===== src/sv/lcdnw_pkg.sv =====
`timescale 1ns / 1ps

package lcdnw_pkg;

  // Default width of the tick counter.
  localparam int unsigned CountWidthDefault = 16;

  localparam int unsigned RegWidth = 16;

  // Register reset values, in ticks.
  localparam logic [RegWidth-1:0] InitPulseReset  = 16'd8;
  localparam logic [RegWidth-1:0] WritePulseReset = 16'd1600;
  localparam logic [RegWidth-1:0] ShortWaitReset  = 16'd1600;
  localparam logic [RegWidth-1:0] LongWaitReset   = 16'd40000;

  // Nibbles strobed by the init sequence: three function-set nibbles, then 4-bit mode.
  localparam logic [3:0] InitNibbleFuncSet = 4'h3;
  localparam logic [3:0] InitNibbleFourBit = 4'h2;

  // Beat widths on the stream ports.
  localparam int unsigned InTdataWidth  = 8;
  localparam int unsigned InTuserWidth  = 3;
  localparam int unsigned OutTdataWidth = 16;

  typedef enum logic [1:0] {
    OP_TICK  = 2'd0,
    OP_WRITE = 2'd1,
    OP_INIT  = 2'd2
  } op_e;

  typedef enum logic [1:0] {
    CFG_INIT_PULSE  = 2'd0,
    CFG_WRITE_PULSE = 2'd1,
    CFG_SHORT_WAIT  = 2'd2,
    CFG_LONG_WAIT   = 2'd3
  } cfg_idx_e;

  typedef struct packed {
    logic [RegWidth-1:0] init_pulse;
    logic [RegWidth-1:0] write_pulse;
    logic [RegWidth-1:0] short_wait;
    logic [RegWidth-1:0] long_wait;
  } cfg_t;

  typedef struct packed {
    logic       request_taken;
    logic       busy_res;
    logic       led;
    logic [3:0] data_nibble;
    logic       enable;
    logic       rs;
  } result_t;

endpackage


===== src/sv/lcdnw_cfg_regs.sv =====
`timescale 1ns / 1ps

module lcdnw_cfg_regs
  import lcdnw_pkg::*;
(
  input  logic          clk_i,
  input  logic          rst_ni,
  input  logic          wr_en_i,
  input  logic [1:0]    wr_index_i,
  input  logic [RegWidth-1:0] wr_data_i,
  output cfg_t          cfg_o
);

  cfg_t cfg_q, cfg_d;

  always_comb begin
    cfg_d = cfg_q;
    if (wr_en_i) begin
      unique case (cfg_idx_e'(wr_index_i))
        CFG_INIT_PULSE:  cfg_d.init_pulse  = wr_data_i;
        CFG_WRITE_PULSE: cfg_d.write_pulse = wr_data_i;
        CFG_SHORT_WAIT:  cfg_d.short_wait  = wr_data_i;
        CFG_LONG_WAIT:   cfg_d.long_wait   = wr_data_i;
        default:         cfg_d = cfg_q;
      endcase
    end
  end

  always_ff @(posedge clk_i or negedge rst_ni) begin
    if (!rst_ni) begin
      cfg_q.init_pulse  <= InitPulseReset;
      cfg_q.write_pulse <= WritePulseReset;
      cfg_q.short_wait  <= ShortWaitReset;
      cfg_q.long_wait   <= LongWaitReset;
    end else begin
      cfg_q <= cfg_d;
    end
  end

  assign cfg_o = cfg_q;

endmodule


===== src/sv/lcdnw_seq_core.sv =====
`timescale 1ns / 1ps

module lcdnw_seq_core
  import lcdnw_pkg::*;
#(
  parameter int unsigned COUNT_WIDTH = CountWidthDefault
) (
  input  logic       clk_i,
  input  logic       rst_ni,
  input  cfg_t       cfg_i,
  input  logic       fire_i,
  input  logic [1:0] op_i,
  input  logic [7:0] byte_i,
  input  logic       is_data_i,
  output result_t    res_o
);

  typedef enum logic [2:0] {
    ST_IDLE  = 3'b001,
    ST_PULSE = 3'b010,
    ST_WAIT  = 3'b100
  } state_e;

  state_e                 state_q, state_d;
  logic [1:0]             step_q, step_d;
  logic [COUNT_WIDTH-1:0] cnt_q, cnt_d;
  logic [7:0]             held_byte_q, held_byte_d;
  logic                   held_is_data_q, held_is_data_d;
  logic                   running_init_q, running_init_d;
  logic                   taken;

  logic [RegWidth-1:0] load_len;
  logic [RegWidth-1:0] load_len_m1;
  logic [31:0]         load_ext;
  logic                do_load;
  logic                last_step;

  // A zero length counts as one tick; the count loaded is length minus one.
  assign load_len_m1 = (load_len == '0) ? '0 : load_len - 1'b1;
  assign load_ext    = {{(32 - RegWidth){1'b0}}, load_len_m1};
  assign last_step   = running_init_q ? (step_q == 2'd3) : (step_q == 2'd1);

  always_comb begin
    state_d        = state_q;
    step_d         = step_q;
    cnt_d          = cnt_q;
    held_byte_d    = held_byte_q;
    held_is_data_d = held_is_data_q;
    running_init_d = running_init_q;
    taken          = 1'b0;
    do_load        = 1'b0;
    load_len       = cfg_i.write_pulse;

    if (fire_i) begin
      unique case (state_q)
        ST_IDLE: begin
          case (op_e'(op_i))
            OP_WRITE: begin
              held_byte_d    = byte_i;
              held_is_data_d = is_data_i;
              running_init_d = 1'b0;
              state_d        = ST_PULSE;
              step_d         = 2'd0;
              load_len       = cfg_i.write_pulse;
              do_load        = 1'b1;
              taken          = 1'b1;
            end
            OP_INIT: begin
              running_init_d = 1'b1;
              state_d        = ST_PULSE;
              step_d         = 2'd0;
              load_len       = cfg_i.init_pulse;
              do_load        = 1'b1;
              taken          = 1'b1;
            end
            default: ;
          endcase
        end
        ST_PULSE: begin
          if (cnt_q != '0) begin
            cnt_d = cnt_q - 1'b1;
          end else begin
            state_d = ST_WAIT;
            do_load = 1'b1;
            if (running_init_q) begin
              load_len = (step_q == 2'd0 || step_q == 2'd3) ? cfg_i.long_wait
                                                            : cfg_i.short_wait;
            end else begin
              load_len = held_is_data_q ? cfg_i.short_wait : cfg_i.long_wait;
            end
          end
        end
        ST_WAIT: begin
          if (cnt_q != '0) begin
            cnt_d = cnt_q - 1'b1;
          end else if (!last_step) begin
            state_d  = ST_PULSE;
            step_d   = step_q + 2'd1;
            do_load  = 1'b1;
            load_len = running_init_q ? cfg_i.init_pulse : cfg_i.write_pulse;
          end else begin
            state_d = ST_IDLE;
            cnt_d   = '0;
          end
        end
        default: state_d = ST_IDLE;
      endcase
      if (do_load) begin
        cnt_d = load_ext[COUNT_WIDTH-1:0];
      end
    end
  end

  // Pin levels after this beat follow from the next state.
  always_comb begin
    res_o.request_taken = taken;
    res_o.busy_res      = (state_d != ST_IDLE);
    res_o.enable        = (state_d == ST_PULSE);
    res_o.led           = (state_d == ST_PULSE) && !running_init_d;
    res_o.rs            = (state_d != ST_IDLE) && !running_init_d && held_is_data_d;
    if (state_d == ST_IDLE) begin
      res_o.data_nibble = running_init_d ? InitNibbleFourBit : held_byte_d[3:0];
    end else if (running_init_d) begin
      res_o.data_nibble = (step_d == 2'd3) ? InitNibbleFourBit : InitNibbleFuncSet;
    end else begin
      res_o.data_nibble = (step_d == 2'd0) ? held_byte_d[7:4] : held_byte_d[3:0];
    end
  end

  always_ff @(posedge clk_i or negedge rst_ni) begin
    if (!rst_ni) begin
      state_q        <= ST_IDLE;
      step_q         <= '0;
      cnt_q          <= '0;
      held_byte_q    <= '0;
      held_is_data_q <= 1'b0;
      running_init_q <= 1'b0;
    end else begin
      state_q        <= state_d;
      step_q         <= step_d;
      cnt_q          <= cnt_d;
      held_byte_q    <= held_byte_d;
      held_is_data_q <= held_is_data_d;
      running_init_q <= running_init_d;
    end
  end

  // The sequencer only advances on accepted beats.
  a_hold_without_beat: assert property (@(posedge clk_i) disable iff (!rst_ni)
    !fire_i |=> $stable(state_q) && $stable(step_q) && $stable(cnt_q))
    else $error("sequencer moved without an accepted beat");

  a_count_down_holds_phase: assert property (@(posedge clk_i) disable iff (!rst_ni)
    (fire_i && state_q != ST_IDLE && cnt_q != '0) |=>
      (state_q == $past(state_q)) && (step_q == $past(step_q)))
    else $error("phase changed before its count ran out");

  a_write_two_steps: assert property (@(posedge clk_i) disable iff (!rst_ni)
    (state_q != ST_IDLE && !running_init_q) |-> (step_q[1] == 1'b0))
    else $error("byte write went past its second nibble");

  a_taken_from_idle: assert property (@(posedge clk_i) disable iff (!rst_ni)
    res_o.request_taken |-> (fire_i && state_q == ST_IDLE))
    else $error("request taken while busy");

endmodule


===== src/sv/lcdnw_out_skid.sv =====
`timescale 1ns / 1ps

module lcdnw_out_skid
  import lcdnw_pkg::*;
(
  input  logic    clk_i,
  input  logic    rst_ni,
  input  logic    in_valid_i,
  output logic    in_ready_o,
  input  result_t in_data_i,
  output logic    out_valid_o,
  input  logic    out_ready_i,
  output result_t out_data_o
);

  logic    m_valid_q;
  result_t m_data_q;
  logic    s_valid_q;
  result_t s_data_q;
  logic    in_fire;
  logic    out_fire;

  assign in_ready_o = !s_valid_q;
  assign in_fire    = in_valid_i && in_ready_o;
  assign out_fire   = m_valid_q && out_ready_i;

  always_ff @(posedge clk_i or negedge rst_ni) begin
    if (!rst_ni) begin
      m_valid_q <= 1'b0;
      s_valid_q <= 1'b0;
    end else if (!m_valid_q || out_fire) begin
      if (s_valid_q) begin
        m_valid_q <= 1'b1;
        s_valid_q <= 1'b0;
      end else begin
        m_valid_q <= in_fire;
      end
    end else if (in_fire) begin
      s_valid_q <= 1'b1;
    end
  end

  always_ff @(posedge clk_i) begin
    if (!m_valid_q || out_fire) begin
      m_data_q <= s_valid_q ? s_data_q : in_data_i;
    end else if (in_fire) begin
      s_data_q <= in_data_i;
    end
  end

  assign out_valid_o = m_valid_q;
  assign out_data_o  = m_data_q;

  a_skid_behind_main: assert property (@(posedge clk_i) disable iff (!rst_ni)
    s_valid_q |-> m_valid_q)
    else $error("skid entry held with empty output register");

  a_stall_fills_skid: assert property (@(posedge clk_i) disable iff (!rst_ni)
    (in_fire && m_valid_q && !out_ready_i) |=> s_valid_q)
    else $error("beat accepted during stall was not parked");

  a_drain_empties: assert property (@(posedge clk_i) disable iff (!rst_ni)
    (out_fire && !s_valid_q && !in_fire) |=> !m_valid_q)
    else $error("output stayed valid after its beat was taken");

endmodule


===== src/sv/char_lcd_nibble_write_sequencer.sv =====
`timescale 1ns / 1ps

// Sequencer for a character display on a 4-bit bus. Each input beat is one
// timing tick and may request a byte write (op 1) or the init sequence (op 2);
// each input beat yields exactly one output beat with the pin levels after that
// tick. One beat is taken every clock cycle: the tick logic is a single pass
// between the state registers and a two-entry output stage, so tready stays
// high while downstream keeps up and drops only when both output entries hold
// undelivered beats. Requests that arrive while a sequence runs are dropped and
// report request_taken low. The config channel is always ready; the user must
// write timing registers only while no sequence runs; the block does not check.
module char_lcd_nibble_write_sequencer
  import lcdnw_pkg::*;
#(
  parameter int unsigned COUNT_WIDTH = CountWidthDefault
) (
  input  logic                     clk_i,
  input  logic                     rst_ni,
  input  logic                     s_axis_tvalid,
  output logic                     s_axis_tready,
  input  logic [InTdataWidth-1:0]  s_axis_tdata,  // [7:0] byte_value
  input  logic [InTuserWidth-1:0]  s_axis_tuser,  // [1:0] op, [2] is_data
  output logic                     m_axis_tvalid,
  input  logic                     m_axis_tready,
  // [0] rs, [1] enable, [5:2] data_nibble, [6] led, [7] busy_res,
  // [8] request_taken, [15:9] zero
  output logic [OutTdataWidth-1:0] m_axis_tdata,
  input  logic                     cfg_valid_i,
  output logic                     cfg_ready_o,
  input  logic [1:0]               cfg_index_i,
  input  logic [RegWidth-1:0]      cfg_data_i
);

  cfg_t    cfg;
  result_t res;
  result_t out_res;
  logic    in_fire;

  assign cfg_ready_o = 1'b1;
  assign in_fire     = s_axis_tvalid && s_axis_tready;

  lcdnw_cfg_regs u_cfg_regs (
    .clk_i      (clk_i),
    .rst_ni     (rst_ni),
    .wr_en_i    (cfg_valid_i && cfg_ready_o),
    .wr_index_i (cfg_index_i),
    .wr_data_i  (cfg_data_i),
    .cfg_o      (cfg)
  );

  lcdnw_seq_core #(
    .COUNT_WIDTH (COUNT_WIDTH)
  ) u_seq_core (
    .clk_i     (clk_i),
    .rst_ni    (rst_ni),
    .cfg_i     (cfg),
    .fire_i    (in_fire),
    .op_i      (s_axis_tuser[1:0]),
    .byte_i    (s_axis_tdata[7:0]),
    .is_data_i (s_axis_tuser[2]),
    .res_o     (res)
  );

  lcdnw_out_skid u_out_skid (
    .clk_i       (clk_i),
    .rst_ni      (rst_ni),
    .in_valid_i  (s_axis_tvalid),
    .in_ready_o  (s_axis_tready),
    .in_data_i   (res),
    .out_valid_o (m_axis_tvalid),
    .out_ready_i (m_axis_tready),
    .out_data_o  (out_res)
  );

  assign m_axis_tdata = {{(OutTdataWidth - $bits(result_t)){1'b0}}, out_res};

endmodule


===== config.mk =====
export PLATFORM = sky130hd
export DESIGN_NAME = char_lcd_nibble_write_sequencer
export DESIGN_NICKNAME = d
export VERILOG_FILES = /design/src/sv/lcdnw_pkg.sv /design/src/sv/lcdnw_cfg_regs.sv /design/src/sv/lcdnw_seq_core.sv /design/src/sv/lcdnw_out_skid.sv /design/src/sv/char_lcd_nibble_write_sequencer.sv
export SDC_FILE = /design/constraint.sdc
export NUM_CORES = 1
export LEC_CHECK = 0
export BUFFER_PORTS_ARGS = -buffer_cell sky130_fd_sc_hd__buf_2
export CORE_MARGIN = 4
export CORE_UTILIZATION = 46
export DETAILED_ROUTE_END_ITERATION = 6
export PLACE_DENSITY = 0.62
export SLEW_MARGIN = 10
export SYNTH_ARGS = -nofsm -noshare
export SYNTH_HDL_FRONTEND = slang
export SYNTH_SLANG_ARGS = --single-unit

===== constraint.sdc =====
create_clock -name clk_i -period 3 [get_ports clk_i]
set_input_delay 0.45 -clock clk_i [delete_from_list [all_inputs] [get_ports clk_i]]
set_output_delay 0.45 -clock clk_i [all_outputs]
set_load 0.005 [all_outputs]

* After elaboration in Yosys (flattened, before gate mapping)
Cells that the tools add are included.
** Word-level totals
- Latch bits :: 0
- Bits of input ports :: 34
- Memories kept :: 0
- Register bits after elaboration :: 115
- ROM bits :: 0
- Logic and storage cells :: 122
- Output and inout port bits :: 19
- Memory bits (writable) :: 0
** Cells by class
- Shifts and indexed selects :: 0
- Bitwise gates (word level) :: 1
- $add $sub $neg :: 3
- Mux-type cells :: 54
- Multiply operators :: 0
- Order comparisons :: 0
- Equal/unequal tests :: 16
- Div/mod/pow operators :: 0
- Reduce and logical (&&, ||, !) cells :: 24
** Operators with widths (count)
- 16-bit 2-to-1 mux :: 14
- 16-bit case mux with 3 select lines :: 1
- 16-bit case mux with 2 select lines :: 1
- 16-bit by 1-bit subtractor with 16-bit output, second input constant :: 2
- 8-bit 2-to-1 mux :: 3
- 1-bit 2-to-1 mux :: 17
- 16-bit logical NOT :: 1
- 4-bit 2-to-1 mux :: 4
- 16-bit nonzero test :: 1
- 3-bit 2-to-1 mux :: 4
- 2-bit == test, second input constant :: 5
- 2-bit 2-to-1 mux :: 5
- 2-bit AND reduction :: 5
- 9-bit 2-to-1 mux :: 1
- 3-bit case mux with 3 select lines :: 1
- 2-bit by 1-bit == test with 1-bit output, second input constant :: 3
- 3-bit by 1-bit == test with 1-bit output, second input constant :: 2
- 3-bit by 2-bit == test with 1-bit output, second input constant :: 2
- 2-bit logical NOT :: 3
- 3-bit by 1-bit != test with 1-bit output, second input constant :: 2
- 1-bit logical AND :: 5
- 4-bit by 1-bit != test with 1-bit output, second input constant :: 1
- 2-bit case mux with 2 select lines :: 1
- 4-bit AND reduction :: 1
- other kinds (10) :: 13

* Logic depth before layout (Yosys ltp)
Gate-level depths: netlist of run 1.
- Word-level depth :: 11
- Depth in mapped cells :: 16
- Mapped depth without buffers :: 15

* Modules after synthesis
A second synthesis of run 1 with hierarchy kept.
** Second synthesis, totals
- Cell total of the unflattened synthesis :: 553
- Area total of the unflattened synthesis :: 6342.3 sq um
** By module, submodules not included
- lcdnw_seq_core :: sequential area each 777.0 sq um, cells an instance 370, instances 1, area each 3084.2 sq um
- lcdnw_cfg_regs :: sequential area each 1616.6 sq um, cells an instance 136, instances 1, area each 2426.1 sq um
- lcdnw_out_skid :: sequential area each 590.6 sq um, cells an instance 36, instances 1, area each 758.2 sq um
- char_lcd_nibble_write_sequencer :: sequential area each 0.0 sq um, cells an instance 11, instances 1, area each 73.8 sq um

* Least setup slack after synthesis of run 1
OpenSTA, ideal clock, no wires.
- Path kind :: input -> register
- From :: in s_axis_tuser[0]
- To :: reg u_seq_core.cnt_q[14]
- Stages :: 13
- Path slack :: -0.001 ns
- Arrival time :: 2.859 ns
- Required time :: 2.857 ns
- Path buffers :: 3
- Setup time :: 0.143 ns
- Cell sequence :: inv_1 -> ha_1 -> clkbuf_1 -> buf_2 -> mux2i_1 -> nor3_1 -> a31o_2 -> a211oi_1 -> nand4_1 -> nor4_2 -> a31o_2 -> buf_4 -> o221ai_1
** Between the ends
- Longest elaborated chain between the ends :: 7
- Elaborated cells on any way between the ends :: 17
- Classes of those cells :: add/sub (1); eq/ne (4); mux (8); reduce/logical (4)
** RTL lines
- from (decl) :: line char_lcd_nibble_write_sequencer.sv:22 : input logic [InTuserWidth-1:0] s_axis_tuser,
- 2-bit == test / 2-bit by 1-bit == test with 1-bit output (equally long branches) :: line lcdnw_seq_core.sv:57 : case (op_e'(op_i))
- 16-bit 2-to-1 mux / 2-bit OR reduction (equally long branches)
- 16-bit case mux with 3 select lines / 1-bit 2-to-1 mux (equally long branches) :: line lcdnw_seq_core.sv:55, lcdnw_seq_core.sv:57
- 16-bit 2-to-1 mux / 1-bit case mux with 3 select lines (equally long branches) :: line lcdnw_seq_core.sv:54, lcdnw_seq_core.sv:55
- 16-bit by 1-bit subtractor with 16-bit output, or another cell as far along :: line lcdnw_seq_core.sv:39 : assign load_len_m1 = (load_len == '0) ? '0 : load_len - 1'b1;
- 16-bit 2-to-1 mux, or another cell as far along :: line lcdnw_seq_core.sv:39
- 16-bit 2-to-1 mux / 4-bit AND reduction (equally long branches)
- to (signal assigned) :: line lcdnw_seq_core.sv:141 : cnt_q <= cnt_d;
- to (decl) :: line lcdnw_seq_core.sv:26 : logic [COUNT_WIDTH-1:0] cnt_q, cnt_d;
Several ways; a longest one is shown, not always the timed one. The select of a mux whose other input is x is not followed.
A chain may end at the register's enable or synchronous reset.

* Worst setup path after layout of run 1
- From :: reg u_seq_core.step_q[0]
- To :: reg u_seq_core.cnt_q[3]
** Between the ends
- Longest elaborated chain between the ends :: 10
- Elaborated cells on any way between the ends :: 24
- Classes of those cells :: add/sub (1); eq/ne (4); mux (14); reduce/logical (5)
** RTL lines
- from (decl) :: line lcdnw_seq_core.sv:25 : logic [1:0] step_q, step_d;
- from (signal assigned) :: line lcdnw_seq_core.sv:140 : step_q <= step_d;
- 2-bit == test / 2-bit logical NOT (equally long branches) :: line lcdnw_seq_core.sv:41, lcdnw_seq_core.sv:86
- 1-bit logical OR :: line lcdnw_seq_core.sv:86 : load_len = (step_q == 2'd0 || step_q == 2'd3) ? cfg_i.long_wait
- 16-bit 2-to-1 mux :: line lcdnw_seq_core.sv:86
- 16-bit 2-to-1 mux :: line lcdnw_seq_core.sv:85 : if (running_init_q) begin
- 16-bit 2-to-1 mux :: line lcdnw_seq_core.sv:80 : if (cnt_q != '0) begin
- 16-bit case mux with 3 select lines :: line lcdnw_seq_core.sv:55 : unique case (state_q)
- 16-bit 2-to-1 mux :: line lcdnw_seq_core.sv:54 : if (fire_i) begin
- 16-bit by 1-bit subtractor with 16-bit output / 16-bit logical NOT (equally long branches) :: line lcdnw_seq_core.sv:39
- 16-bit 2-to-1 mux :: line lcdnw_seq_core.sv:39
- 16-bit 2-to-1 mux :: line lcdnw_seq_core.sv:108 : if (do_load) begin
Several ways; a longest one is shown, not always the timed one. The select of a mux whose other input is x is not followed.

==> results.toml, run 1 <==
[run_status]
status = "complete, no violations"

[layout]
syn_to_final_growth_pct = 31.4
fin_nets = 797
final_core_util_pct = 61.9
fin_cells = 948
antenna_cells = 0
drive_gt1_share_pct = 46.0
n_fill_cell = 1154

[drt]
drc = 0
drt_iter0_drc = 479
antenna_left = 0
routedWlPerCell_um = 18.7
drt-total-wl_um = 17700
vias_per_cell = 5.80
drt-pass1-iter-count = 6
vias = 5500

[critical_path]
cp-start-kind = "flop"
ff2ff_path_depth = 10
end_kind = "flop"
cp.arrival_ns = 3.29
worstPathCellList = "ha_4 -> nand4bb_4 -> a211oi_4 -> a21oi_4 -> a211oi_2 -> o211ai_1 -> nor4_4 -> a31o_4 -> a31oi_4 -> a211o_1"
r2r_end = "u_seq_core.cnt_q[3]"
crit_type = "reg -> reg"
critPathTopFamily = "compound AO/OA/AOI/OAI gates"
path_buf_inv = 0
critPathMaxFanout = 8
cp.required_ns = 3.30
r2r_start = "u_seq_core.step_q[0]"
ff2ff_setup_slack_ns = 0.01
cp_slowest_stage_delay_ns = 0.46
slowest_stage = "dfrtp_2"

[synth]
yosysMostFrequentCell = "dfrtp_1"
synth.top_cell.area_share_pct = 32.1
synth_ff_type = "dfrtp_1"
synth.top_cells.by_count = "84 x dfrtp_1, 81 x mux2_2, 35 x o21ai_0"
synth-seq-cells = 115
ys_types = 72
syn_avg_cell_area_um2 = 10.7
yosysSeqAreaShare_pct = 45.6
synth-edff-count = 18
syn_inst = 613
async_flop_share_pct = 84.3
netlist_area_um2 = 6540
synth-warning-count = 0
synth_top_cell_by_area = "dfrtp_1"
ys_top_cells_by_area = "dfrtp_1 32%, mux2_2 14%, edfxtp_1 8.3%"

[power]
switchingPower_mw = 2.61
peakVddDrop_mv = 0.484
p_leak_nw = 3.61
swShare_pct = 35.3
p_per_area_nw_per_um2 = 861
p_clk_share_pct = 26.8
pwr-share-seq_pct = 32.7
p_int_mw = 4.78
power_mw = 7.40
comb_power_share_pct = 40.5

[clock_tree]
clockBufferDepth = 2
cts_tree = "yes"
cts_root_buf = "clkbuf_16"
cts.clk_slew.worst_paths_ns = 0.06
cts_max_level = 4
clk_latency_ns = 0.42
cts.sinks = 115
cts_buffers = 17
postCtsHoldBufs = 0

[placement]
hpwl_um = 13100
gp_congestion = 0.973
portBuffers = 44
place_inst = 901

[flow_run]
drv_cap = 0

[global_routing]
grt-ovfl-total = 0
grt_usage_pct = 22.3
grt_pass1_wl_um = 28500
grt_pass1_vias = 5531
antenna_found_initial = 0
grt_max_degree = 60

[die]
rows = 43
dieWidth_um = 127
die_area_um2 = 16200
initial_core_util_pct = 47.1
core_um2 = 13900
die_h_um = 127
io_pins = 53

[sta]
rsz0062_at_grt = "true"
max_freq_mhz = 335
setup_viol = 0
tightest_slew_ns = 0.948
drv_slew = 0
finalCriticalPeriod_ns = 2.99
fin_skew_ns = 0.00998
slew-limit-headroom_pct = 36.6
finalCritPeriodShare_pct = 99.6
hold_viol_final = 0

[min_path]
hp-class = "in -> async"
cells by family after synthesis:
family,after synthesis,synth area share (%)
buffers and inverters,57,4.19
muxes,103,17.3
xor gates and xnor gates,10,1.34
AOI/OAI and AO/OA,141,14.5
DFF,115,45.6
other,2,0.115
adders and majority gates,8,1.53
and+or+nand+nor,177,15.4
power by group through the flow:
stage	Combinational (mW)	Clock, mW	Sequential, mW
global placement	2.60	0	2.38
global route	3.25	2.09	2.46
CTS	2.70	2.02	2.38
finish	3.00	1.98	2.42
detailed placement	2.67	0	2.40
floorplan	1.61	0	2.30
cell usage in the layout (no fill, tap or decap), types with 15 or more instances in the layout:
| master | Yosys | routed |
|---|---|---|
| dfrtp_1 | 84 | 82 |
| o21ai_0 | 35 | 30 |
| buf_2 | 9 | 43 |
| mux2i_1 | 22 | 20 |
| mux2_2 | 81 | 81 |
| edfxtp_1 | 18 | 18 |
| o21ai_1 | 14 | 15 |
| nor2_1 | 33 | 33 |
| clkbuf_16 | 0 | 17 |
| a21oi_1 | 27 | 22 |
| buf_4 | 11 | 106 |
| inv_1 | 17 | 15 |
| nand2_1 | 33 | 32 |
flip-flops by register name, indices dropped and copies added, names as in the netlist, 2 cells and up:
register / cells
u_cfg_regs.cfg_o: 64
u_out_skid.out_data_o: 9
u_out_skid.s_data_q: 9
u_seq_core.cnt_q: 16
u_seq_core.held_byte_q: 8
u_seq_core.state_q: 3
u_seq_core.step_q: 2
per-stage QoR:
| stage | setup WS [ns] | instance area [um^2] | hold slack (ns) | TNS [ns] |
|---|---|---|---|---|
| 3_3_place_gp | -0.150 | 7570 | 0.462 | -1.88 |
| 6_report | 0.0132 | 8590 | 0.0182 | 0 |
| 5_1_grt | -0.107 | 8590 | 0.0514 | -0.543 |
| 3_5_place_dp | -0.214 | 7570 | 0.467 | -2.47 |
| 4_1_cts | -0.0392 | 8180 | 0.0212 | -0.0973 |
| 2_1_floorplan | 0.0241 | 6560 | 0.154 | 0 |
repair_timing:
action | 4_1_cts | 5_1_grt
pin swaps | 3 | 27
resized for setup | 5 | 63
endpoints found under the setup margin | 18 | 22
buffers inserted | 0 | 15
worst max path at each step:
| stage | startpoint | endpoint | slack, ns | depth (start not counted) |
|---|---|---|---|---|
| floorplan | s_axis_tuser[0] | u_out_skid.out_data_o[3] | 0.02 | 11 |
| global placement | s_axis_tuser[0] | u_seq_core.cnt_q[14] | -0.15 | 13 |
| detailed placement | s_axis_tuser[0] | u_seq_core.cnt_q[14] | -0.21 | 13 |
| CTS | u_seq_core.step_q[0] | u_seq_core.cnt_q[5] | -0.04 | 12 |
| global route | u_seq_core.step_q[0] | u_seq_core.cnt_q[3] | -0.11 | 11 |
| finish | u_seq_core.step_q[0] | u_seq_core.cnt_q[3] | 0.01 | 10 |
worst reg2reg max path, stage by stage (launching register included):
cell	delay (ns)
dfrtp_2	0.46
ha_4	0.20
nand4bb_4	0.20
a211oi_4	0.37
a21oi_4	0.16
a211oi_2	0.29
o211ai_1	0.21
nor4_4	0.40
a31o_4	0.26
a31oi_4	0.04
a211o_1	0.27
metal layers:
layer	share of wire (%)	vias up	global-route usage (%)
li1	-	2553	-
met1	44	2707	29.6
met2	49	201	36.3
met3	5.3	39	4.47
met4	2.2	0	8.33
met5	0	-	0
area by class of cell:
cell class / count / area, um^2 / area share [%]
Clock buffer: 17 / 425 / 4.95
Clock inverter: 15 / 155 / 1.81
Inverter: 19 / 71.3 / 0.830
Multi-Input combinational cell: 447 / 3620 / 42.2
Sequential cell: 115 / 2990 / 34.8
Tap cell: 180 / 225 / 2.62
Timing Repair Buffer: 155 / 1100 / 12.9
No activity file was read; power rests on OpenSTA's default activity.
==> inputs of run 2 (changes only) <==
- CORE_UTILIZATION: 46 -> 36
- PLACE_DENSITY: 0.62 -> 0.5
- SETUP_SLACK_MARGIN: unset -> 0.4
==> run 2 against run 1 <==
Against the previous run: register-to-register slack improved by 0.15 ns; total power rose by 5.9%; maximum frequency rose by 5.1%; die area rose by 26%; count of clock-buffer cells in the layout rose by 3; final cell count rose by 5.7%; worst hold slack improved by 0.045 ns.
==> results.toml, run 2 (synthesis gave the netlist of run 1 again) <==
[drt]
drt_iter0_drc = 408
vias_per_cell = 5.43
vias = 5441
drt-total-wl_um = 18600
antenna_left = 0
routedWlPerCell_um = 18.6
drc = 0
drt-pass1-iter-count = 5

[die]
core_um2 = 17900
io_pins = 53
initial_core_util_pct = 36.5
die_area_um2 = 20400
dieWidth_um = 143
rows = 49
die_h_um = 143

[run_status]
status = "complete, no violations"

[sta]
drv_slew = 0
tightest_slew_ns = 0.953
hold_viol_final = 0
setup_viol = 0
slew-limit-headroom_pct = 35.9
finalCriticalPeriod_ns = 2.84
finalCritPeriodShare_pct = 94.7
max_freq_mhz = 352
rsz0062_at_grt = "true"
fin_skew_ns = 0.0186

[layout]
final_cell_mix = "104 x buf_4, 80 x dfrtp_1, 74 x mux2_2"
n_fill_cell = 1640
antenna_cells = 0
largest_reg_flops = 64
drive_gt1_share_pct = 51.2
layout_commonest_cell = "buf_4"
fin_nets = 802
syn_to_final_growth_pct = 38.3
fin_cells = 1002
stdcell_area_um2 = 9040

[global_routing]
grt-ovfl-total = 0
grt_pass1_vias = 5578
grt_pass1_wl_um = 29900
grt_max_degree = 51
antenna_found_initial = 0
grt_usage_pct = 18.8

[clock_tree]
cts_tree = "yes"
cts_buffers = 17
cts_root_buf = "clkbuf_16"
clk_latency_ns = 0.42
clockBufferDepth = 2
cts.clk_slew.worst_paths_ns = 0.05
cts.sinks = 115
cts_max_level = 4

[power]
p_leak_nw = 3.75
peakVddDrop_mv = 0.487
p_per_area_nw_per_um2 = 867

[placement]
gp_congestion = 0.849
dpl_cell_area_um2 = 7650
portBuffers = 44
place_inst = 930
hpwl_um = 13500

[min_path]
hp-class = "in -> async"

[critical_path]
critPathMaxFanout = 3
r2r_start = "u_seq_core.step_q[1]"
crit_type = "reg -> reg"
cp.required_ns = 3.29
cp-start-kind = "flop"
cp.arrival_ns = 3.13
crit_start = "u_seq_core.step_q[1]"
end_kind = "flop"

[flow_run]
drv_cap = 0
run 2: path summary, 6_finish.rpt:
path | depth (start not counted) | end | slack (ns)
setup / recovery | 11 | u_seq_core.cnt_q[3] | 0.16
hold / removal | 1 | u_seq_core.cnt_q[2] | 0.06
setup reg to reg | 11 | u_seq_core.cnt_q[3] | 0.16
hold reg to reg | 1 | u_seq_core.held_byte_q[5] | 0.50
max in group asynchronous | 2 | u_cfg_regs.cfg_o[41] | 2.17
min in group clk_i | 3 | u_seq_core.held_is_data_q | 0.27
run 2: repair_timing:
item | 4_1_cts | 5_1_grt
hold buffers | 0 | 0
cloned | 1 | 0
setup endpoints to repair | 26 | 25
hold endpoints to repair | 0 | 0
gates resized for setup | 55 | 46
buffers inserted | 31 | 8
pin swaps | 27 | 28
run 2: metrics by stage:
step / utilization [%] / hold WS [ns] / total power [mW] / setup slack, ns / TNS, ns
after floorplan: - / 0.154 / 4.07 / 0.339 / 0
after global placement: 42.7 / 0.479 / 5.05 / -0.0000928 / -0.0000928
after detailed placement: 42.7 / 0.486 / 5.10 / -0.0443 / -0.0443
after CTS: 48.9 / 0.0645 / 7.64 / 0.179 / 0
after global routing: 50.5 / 0.0932 / 8.27 / 0.0109 / 0
final: 50.5 / 0.0630 / 7.83 / 0.158 / 0
run 2: metal layers:
metal  share of wire [%]  global-route usage (%)  wire length, um
met2                  49                    30.7             9130
met3                 3.6                    4.25              676
met5                   0                       0                0
met1                  45                    24.9             8450
met4                 1.9                    6.00              345
run 2: worst max-delay path, cell delays in order (launching register included):
cell	delay (ns)
dfrtp_1	0.42
ha_2	0.23
nand4bb_1	0.19
a211oi_2	0.27
buf_4	0.20
a211oi_4	0.07
a211oi_2	0.25
nand4_1	0.23
nor4_4	0.36
a31o_4	0.23
a31oi_1	0.05
a211o_1	0.23
run 2: final cells by class:
cell class	count	area, um^2	share of cell area, %
clock inverters	12	105	1.16
well taps	229	287	3.17
inverters	19	71.3	0.789
repair buffers	160	1200	13.2
multi-input cells	447	3920	43.4
clock buffers	20	467	5.16
flip-flops and latches	115	2990	33.1
run 2: power breakdown:
group	internal (mW)	switching (mW)	total (mW)	leakage (nW)
clock	1.20	0.734	1.94	0.279
sequential	2.08	0.347	2.42	1.30
combinational	1.79	1.69	3.47	2.16
